### config.mk
export PLATFORM = sky130hd
export DESIGN_NAME = half_step_motor_sequencer_flat
export DESIGN_NICKNAME = d
export VERILOG_FILES = /design/src/rtl/hsms_pkg.sv /design/src/rtl/hsms_if.sv /design/src/rtl/half_step_motor_sequencer.sv /design/src/rtl/hsms_core.sv /design/src/flat_wrapper.sv
export SDC_FILE = /design/constraint.sdc
export NUM_CORES = 1
export LEC_CHECK = 0
export ABC_AREA = 1
export BUFFER_PORTS_ARGS = -buffer_cell sky130_fd_sc_hd__buf_2
export CAP_MARGIN = 20
export CORE_MARGIN = 2
export CORE_UTILIZATION = 30
export DETAILED_ROUTE_END_ITERATION = 10
export MAX_ROUTING_LAYER = met4
export SLEW_MARGIN = 5
export SYNTH_ARGS = -nofsm -noshare
export SYNTH_HDL_FRONTEND = slang
export SYNTH_SLANG_ARGS = --single-unit
### constraint.sdc
create_clock -name clk -period 9.8 [get_ports clk]
set_input_delay 1.96 -clock clk [delete_from_list [all_inputs] [get_ports clk]]
set_output_delay 1.96 -clock clk [all_outputs]
set_load 0.05 [all_outputs]
### src/rtl/hsms_pkg.sv
// Shared types, codes and the half-step phase table of the stepper sequencer.
package hsms_pkg;

  localparam int StepCountWidth = 24;
  localparam int PeriodWidth    = 16;
  localparam int PosWidth       = 32;

  localparam logic [PeriodWidth-1:0] ResetPeriodUs = 16'd100;

  localparam logic [1:0] FN_TICK   = 2'd0;
  localparam logic [1:0] FN_START  = 2'd1;
  localparam logic [1:0] FN_SETPOS = 2'd2;
  localparam logic [1:0] FN_STATUS = 2'd3;

  // One coil bit per winding, eight half-step phases.
  localparam logic [3:0] PHASE_PATTERN [8] = '{
    4'h8, 4'hC, 4'h4, 4'h6, 4'h2, 4'h3, 4'h1, 4'h9
  };

  typedef struct packed {
    logic [1:0]                func;
    logic [StepCountWidth-1:0] step_count;
    logic                      direction;
    logic [PeriodWidth-1:0]    period_us;
    logic signed [PosWidth-1:0] new_position;
  } item_t;

  typedef struct packed {
    logic [3:0]                 coil_pattern;
    logic signed [PosWidth-1:0] position;
    logic                       moving;
  } status_t;

endpackage

### src/rtl/hsms_if.sv
// Valid/ready channels for sequencer commands and status beats.
interface hsms_in_if;
  logic        valid;
  logic        ready;
  logic [1:0]  func;
  logic [hsms_pkg::StepCountWidth-1:0] step_count;
  logic        direction;
  logic [15:0] period_us;
  logic signed [31:0] new_position;

  modport source (output valid, func, step_count, direction, period_us, new_position,
                  input ready);
  modport sink   (input valid, func, step_count, direction, period_us, new_position,
                  output ready);
endinterface

interface hsms_out_if;
  logic        valid;
  logic        ready;
  logic [3:0]  coil_pattern;
  logic signed [31:0] position;
  logic        moving;

  modport source (output valid, coil_pattern, position, moving, input ready);
  modport sink   (input valid, coil_pattern, position, moving, output ready);
endinterface

### src/rtl/half_step_motor_sequencer.sv
// Half-step sequencer for a four-coil unipolar stepper, top level.
// Every command beat on in_ch (tick, start move, set position, read status) yields exactly one
// status beat on out_ch carrying the coil bits, the position and the moving flag as they stand
// after that command. A command is taken every cycle: the move state
// updates at the accepting edge and the status lands in a single output register, which is
// refilled in the same cycle it drains, so in_ch.ready only drops while a status beat waits
// and out_ch.ready is low. cfg_wdata sets the minimum step period in ticks (reset 100) and
// should be written while no beat is outstanding.
module half_step_motor_sequencer (
  input  logic                 clk,
  input  logic                 rst_n,
  hsms_in_if.sink              in_ch,
  hsms_out_if.source           out_ch,
  input  logic                 cfg_we,
  input  logic [15:0]          cfg_wdata
);

  logic [hsms_pkg::PeriodWidth-1:0] min_period_r;
  logic                             out_valid_r;
  hsms_pkg::status_t                status_r;
  hsms_pkg::status_t                status_nxt;
  hsms_pkg::item_t                  item;
  logic                             accept;

  assign in_ch.ready = !out_valid_r || out_ch.ready;
  assign accept      = in_ch.valid && in_ch.ready;

  assign item.func         = in_ch.func;
  assign item.step_count   = in_ch.step_count;
  assign item.direction    = in_ch.direction;
  assign item.period_us    = in_ch.period_us;
  assign item.new_position = in_ch.new_position;

  hsms_core u_core (
    .clk        (clk),
    .rst_n      (rst_n),
    .accept     (accept),
    .item       (item),
    .min_period (min_period_r),
    .status_nxt (status_nxt)
  );

  always_ff @(posedge clk) begin
    if (!rst_n) begin
      min_period_r <= hsms_pkg::ResetPeriodUs;
    end else if (cfg_we) begin
      min_period_r <= cfg_wdata;
    end
  end

  always_ff @(posedge clk) begin
    if (!rst_n) begin
      out_valid_r <= 1'b0;
    end else if (accept) begin
      out_valid_r <= 1'b1;
    end else if (out_ch.ready) begin
      out_valid_r <= 1'b0;
    end
  end

  // hold the status beat until taken
  always_ff @(posedge clk) begin
    if (accept) begin
      status_r <= status_nxt;
    end
  end

  assign out_ch.valid        = out_valid_r;
  assign out_ch.coil_pattern = status_r.coil_pattern;
  assign out_ch.position     = status_r.position;
  assign out_ch.moving       = status_r.moving;

endmodule

### src/rtl/hsms_core.sv
// Move state of the sequencer: tick counter, step counter, phase and position.
module hsms_core (
  input  logic                                clk,
  input  logic                                rst_n,
  input  logic                                accept,
  input  hsms_pkg::item_t                     item,
  input  logic [hsms_pkg::PeriodWidth-1:0]    min_period,
  output hsms_pkg::status_t                   status_nxt
);

  logic [2:0]                             phase_r, phase_nxt;
  logic signed [hsms_pkg::PosWidth-1:0]   pos_r, pos_nxt;
  logic [hsms_pkg::StepCountWidth-1:0]    done_r, done_nxt;
  logic [hsms_pkg::StepCountWidth-1:0]    target_r, target_nxt;
  logic                                   dir_r, dir_nxt;
  logic [hsms_pkg::PeriodWidth-1:0]       period_r, period_nxt;
  logic [hsms_pkg::PeriodWidth-1:0]       tick_r, tick_nxt;
  logic                                   running_r, running_nxt;
  logic [3:0]                             coil_r, coil_nxt;

  logic [hsms_pkg::PeriodWidth:0]         tick_inc;
  logic [hsms_pkg::PeriodWidth-1:0]       period_clamped;

  assign tick_inc       = {1'b0, tick_r} + 17'd1;
  assign period_clamped = (item.period_us < min_period) ? min_period : item.period_us;

  always_comb begin
    phase_nxt   = phase_r;
    pos_nxt     = pos_r;
    done_nxt    = done_r;
    target_nxt  = target_r;
    dir_nxt     = dir_r;
    period_nxt  = period_r;
    tick_nxt    = tick_r;
    running_nxt = running_r;
    coil_nxt    = coil_r;
    if (accept) begin
      unique case (item.func)
        hsms_pkg::FN_TICK: begin
          if (running_r) begin
            if (tick_inc >= {1'b0, period_r}) begin
              tick_nxt = '0;
              if (done_r >= target_r) begin
                // move complete: drop all coils
                running_nxt = 1'b0;
                coil_nxt    = 4'h0;
              end else begin
                coil_nxt = hsms_pkg::PHASE_PATTERN[phase_r];
                if (dir_r) begin
                  phase_nxt = phase_r + 3'd1;
                  pos_nxt   = pos_r + 32'sd1;
                end else begin
                  phase_nxt = phase_r - 3'd1;
                  pos_nxt   = pos_r - 32'sd1;
                end
                done_nxt = done_r + {{(hsms_pkg::StepCountWidth-1){1'b0}}, 1'b1};
              end
            end else begin
              tick_nxt = tick_inc[hsms_pkg::PeriodWidth-1:0];
            end
          end
        end
        hsms_pkg::FN_START: begin
          // restart at once; phase and coil drive carry over
          period_nxt  = period_clamped;
          dir_nxt     = item.direction;
          target_nxt  = item.step_count[hsms_pkg::StepCountWidth-1:0];
          done_nxt    = '0;
          tick_nxt    = '0;
          running_nxt = 1'b1;
        end
        hsms_pkg::FN_SETPOS: begin
          pos_nxt = item.new_position;
        end
        hsms_pkg::FN_STATUS: begin
          running_nxt = running_r;
        end
      endcase
    end
  end

  always_ff @(posedge clk) begin
    if (!rst_n) begin
      phase_r   <= '0;
      pos_r     <= '0;
      done_r    <= '0;
      target_r  <= '0;
      dir_r     <= 1'b0;
      period_r  <= hsms_pkg::ResetPeriodUs;
      tick_r    <= '0;
      running_r <= 1'b0;
      coil_r    <= 4'h0;
    end else begin
      phase_r   <= phase_nxt;
      pos_r     <= pos_nxt;
      done_r    <= done_nxt;
      target_r  <= target_nxt;
      dir_r     <= dir_nxt;
      period_r  <= period_nxt;
      tick_r    <= tick_nxt;
      running_r <= running_nxt;
      coil_r    <= coil_nxt;
    end
  end

  assign status_nxt.coil_pattern = coil_nxt;
  assign status_nxt.position     = pos_nxt;
  assign status_nxt.moving       = running_nxt;

endmodule
### src/flat_wrapper.sv
// flat-port wrapper written by rule: the top's interface ports become plain ports
module half_step_motor_sequencer_flat 
  (clk, rst_n, cfg_we, cfg_wdata, in_ch_valid, in_ch_func, in_ch_step_count, in_ch_direction, in_ch_period_us, in_ch_new_position, in_ch_ready, out_ch_valid, out_ch_coil_pattern, out_ch_position, out_ch_moving, out_ch_ready);
  hsms_in_if in_ch_i ();
  hsms_out_if out_ch_i ();
  input  logic clk;
  input  logic rst_n;
  input  logic cfg_we;
  input  logic [15:0] cfg_wdata;
  input wire logic [$bits(in_ch_i.valid)-1:0] in_ch_valid;
  input wire logic [$bits(in_ch_i.func)-1:0] in_ch_func;
  input wire logic [$bits(in_ch_i.step_count)-1:0] in_ch_step_count;
  input wire logic [$bits(in_ch_i.direction)-1:0] in_ch_direction;
  input wire logic [$bits(in_ch_i.period_us)-1:0] in_ch_period_us;
  input wire logic [$bits(in_ch_i.new_position)-1:0] in_ch_new_position;
  output wire logic [$bits(in_ch_i.ready)-1:0] in_ch_ready;
  output wire logic [$bits(out_ch_i.valid)-1:0] out_ch_valid;
  output wire logic [$bits(out_ch_i.coil_pattern)-1:0] out_ch_coil_pattern;
  output wire logic [$bits(out_ch_i.position)-1:0] out_ch_position;
  output wire logic [$bits(out_ch_i.moving)-1:0] out_ch_moving;
  input wire logic [$bits(out_ch_i.ready)-1:0] out_ch_ready;
  assign in_ch_i.valid = in_ch_valid;
  assign in_ch_i.func = in_ch_func;
  assign in_ch_i.step_count = in_ch_step_count;
  assign in_ch_i.direction = in_ch_direction;
  assign in_ch_i.period_us = in_ch_period_us;
  assign in_ch_i.new_position = in_ch_new_position;
  assign in_ch_ready = in_ch_i.ready;
  assign out_ch_valid = out_ch_i.valid;
  assign out_ch_coil_pattern = out_ch_i.coil_pattern;
  assign out_ch_position = out_ch_i.position;
  assign out_ch_moving = out_ch_i.moving;
  assign out_ch_i.ready = out_ch_ready;
  half_step_motor_sequencer u_core (.clk(clk), .rst_n(rst_n), .in_ch(in_ch_i), .out_ch(out_ch_i), .cfg_we(cfg_we), .cfg_wdata(cfg_wdata));
endmodule
==> flow_metrics.tcl <==
set metrics [dict create \
    outcome "finished, final reports clean" \
    layout_common_cells "nand2_1 (419), inv_1 (218), dfxtp_1 (138)" \
    yosysSeqAreaShare_pct 34.4 \
    routed_wl_mm 31.5 \
    dpl.hpwl_mm 23.9 \
    clock_latency_ns 0.45 \
    cts_root_buf "clkbuf_16" \
    peakVddDrop_uv 128 \
    synth-edff-count 37 \
    grt_max_degree 74 \
    final.setup.tns_ns 0 \
    route.detailed.drc 0 \
    antenna_found_initial 1 \
    die_height_um 198 \
    p_leak_nw 5.98 \
    cp_common_cell "buf_2" \
    fp.coreArea_um2 36800 \
    cts_resized 0 \
    ant_nets 0 \
    grt_usage_pct 17.0 \
    postSynthCellCount 1604 \
    dp_slack_ns 5.01 \
    switching_share_pct 33.0 \
    combPwrFrac_pct 22.1 \
    timing.fmax_mhz 229 \
    synth-seq-cells 175 \
    initial_core_util_pct 30.6 \
    synthesis.area_um2 11300 \
    synthArstFlopShare_pct 0 \
    fin_crit_sh_pct 44.5 \
    drv_slew 0 \
    drtPass1Iterations 6 \
    fin_ws_ns 5.44 \
    yosysWarnings 0 \
    drv_cap 0 \
    hold_viol_final 0 \
    area_growth_pct 14.6 \
    mostFrequentLayoutCell "nand2_1" \
    setup_viol 0 \
    switchingPower_uw 623 \
    critPathArrivalTime_ns 2.40 \
    cts_max_path_buffers 2 \
    portBuffers 134 \
    htreeDepth 4 \
    hp-class "reg -> reg" \
    critPathKind "in -> out" \
    crit_chain "buf_2 > inv_1 > nand2_1 > buf_2" \
    path_clk_slew_ns 0.06 \
    power_density_nw_per_um2 146 \
    ys_top_cells_by_area "dfxtp_1 (25%), nand2_1 (14%), edfxtp_1 (9.9%)" \
    required_ns 7.84 \
    grt_overflow_total 0 \
    clock-sinks 175 \
    die_width_um 198 \
    drt_iter0_drc 631 \
    period_needed_ns 4.36 \
    p_int_mw 1.26 \
    place_congestion 0.949 \
    vias 10700 \
    numCtsBuffers 17 \
    grt_pass1_wl_mm 51.3 \
    grt_setup_unrepaired "false" \
    cts_tree "built" \
    syn-num-nets 1789 \
    cp_slowest_stage_delay_ns 0.27 \
    finalPower_mw 1.89 \
    finalNetCount 1899 \
    hold_slack_ns 0.474 \
    via_per_inst 4.87 \
    cp_slowest_cell "buf_2" \
    clock_skew_ns 0.0171 \
    avgSynthCellArea_um2 7.02 \
    yosysTopAreaCell "dfxtp_1" \
    slew_headroom_pct 30.7 \
    start_kind "primary input" \
    synth_cell_types 48 \
    fillers 3945 \
    drive_gt1_share_pct 11.8 \
    crit_path_end_kind "primary output" \
    r2r_slack_ns 5.47 \
    cp_max_fo 3 \
    synth_top_area_share_pct 24.5 \
    synthFlopType "dfxtp_1" \
    grt_pass1_vias 10000 \
    cts_setup_buffers 0 \
    p_clk_share_pct 36.6 \
    fin_cells 2195 \
    rows 70 \
    postCtsHoldBufs 0 \
    dp.cells 2163 \
    dieArea_um2 39100 \
    boundaryPins 135 \
    worst_slew_pin_slew_ns 1.04 \
    drt-wirelength-per-cell_um 14.4 \
    p_seq_share_pct 41.3 \
]
cell usage after synthesis (3+ instances only):
cell,number
a211oi_1,4
a21oi_1,133
a31oi_1,16
a32o_1,13
buf_2,5
buf_4,5
buf_6,4
clkbuf_1,33
dfxtp_1,138
edfxtp_1,37
ha_1,87
inv_1,218
inv_2,8
nand2_1,419
nand2_2,3
nand3_1,109
nand4_1,27
nor2_1,116
nor2_2,5
nor3_1,19
nor4_1,8
o2111ai_1,12
o21ai_0,85
o21ai_1,9
o21bai_1,4
o221ai_1,3
or2_2,4
xnor2_1,20
xor2_1,31
cells by family after synthesis:
kind of cell	synth area share [%]
xor+xnor	3.96
flops	34.4
simple gates	27.5
buf+inv	9.68
compound gates	14.5
fa+ha+maj	10.0
per-stage QoR:
| stage | instance area (µm²) | utilization (%) |
|---|---|---|
| 2_1_floorplan | 11300 | - |
| 3_3_place_gp | 12300 | 33.5 |
| 3_5_place_dp | 12300 | 33.5 |
| 4_1_cts | 12900 | 35.1 |
| 5_1_grt | 12900 | 35.1 |
| 6_report | 12900 | 35.1 |
power by group through the flow:
stage	combinational [mW]	clock (mW)	sequential, mW
after floorplan	0.266	0	0.830
after global placement	0.411	0	0.795
after detailed placement	0.415	0	0.796
after CTS	0.417	0.706	0.779
after global routing	0.473	0.732	0.782
final	0.418	0.690	0.779
registers in the layout, indices dropped and copies added, names as in the netlist:
signal	count
u_core.out_ch.coil_pattern	4
u_core.out_ch.valid	1
u_core.u_core.pos_r	32
u_core.u_core.phase_r	3
u_core.u_core.period_r	16
u_core.u_core.target_r	24
u_core.out_ch.position	32
u_core.u_core.running_r	1
u_core.u_core.dir_r	1
u_core.out_ch.moving	1
u_core.min_period_r	16
u_core.u_core.coil_r	4
u_core.u_core.done_r	24
u_core.u_core.tick_r	16
critical path: cells and delay by family:
family / cells / cell delay [ns]
and+or+nand+nor: 1 / 0.07
buffers and inverters: 3 / 0.37
layer usage:
| metal | global-route usage, % | wire (µm) |
|---|---|---|
| met2 | 26.7 | 14200 |
| met1 | 22.3 | 15100 |
| met4 | 4.90 | 533 |
| met3 | 3.01 | 1730 |
| met5 | - | 0 |
cell type report:
type	instances	area [µm²]	area share (%)
antenna	1	2.50	0.0194
clock inverter	12	121	0.940
timing repair buffer	140	716	5.54
clock buffer	19	454	3.52
sequential	175	3870	30.0
inverter	227	852	6.60
multi-input combinational	1153	6310	48.9
tap	468	586	4.53
worst paths after layout:
path	startpoint	end	cells past startpoint
max	out_ch_ready	in_ch_ready	4
min	u_core.u_core.coil_r[1]	u_core.u_core.coil_r[1]	2
max reg2reg	u_core.u_core.tick_r[0]	u_core.u_core.done_r[6]	19
min reg2reg	u_core.u_core.coil_r[1]	u_core.u_core.coil_r[1]	2
(Power assumes the default switching activity.)
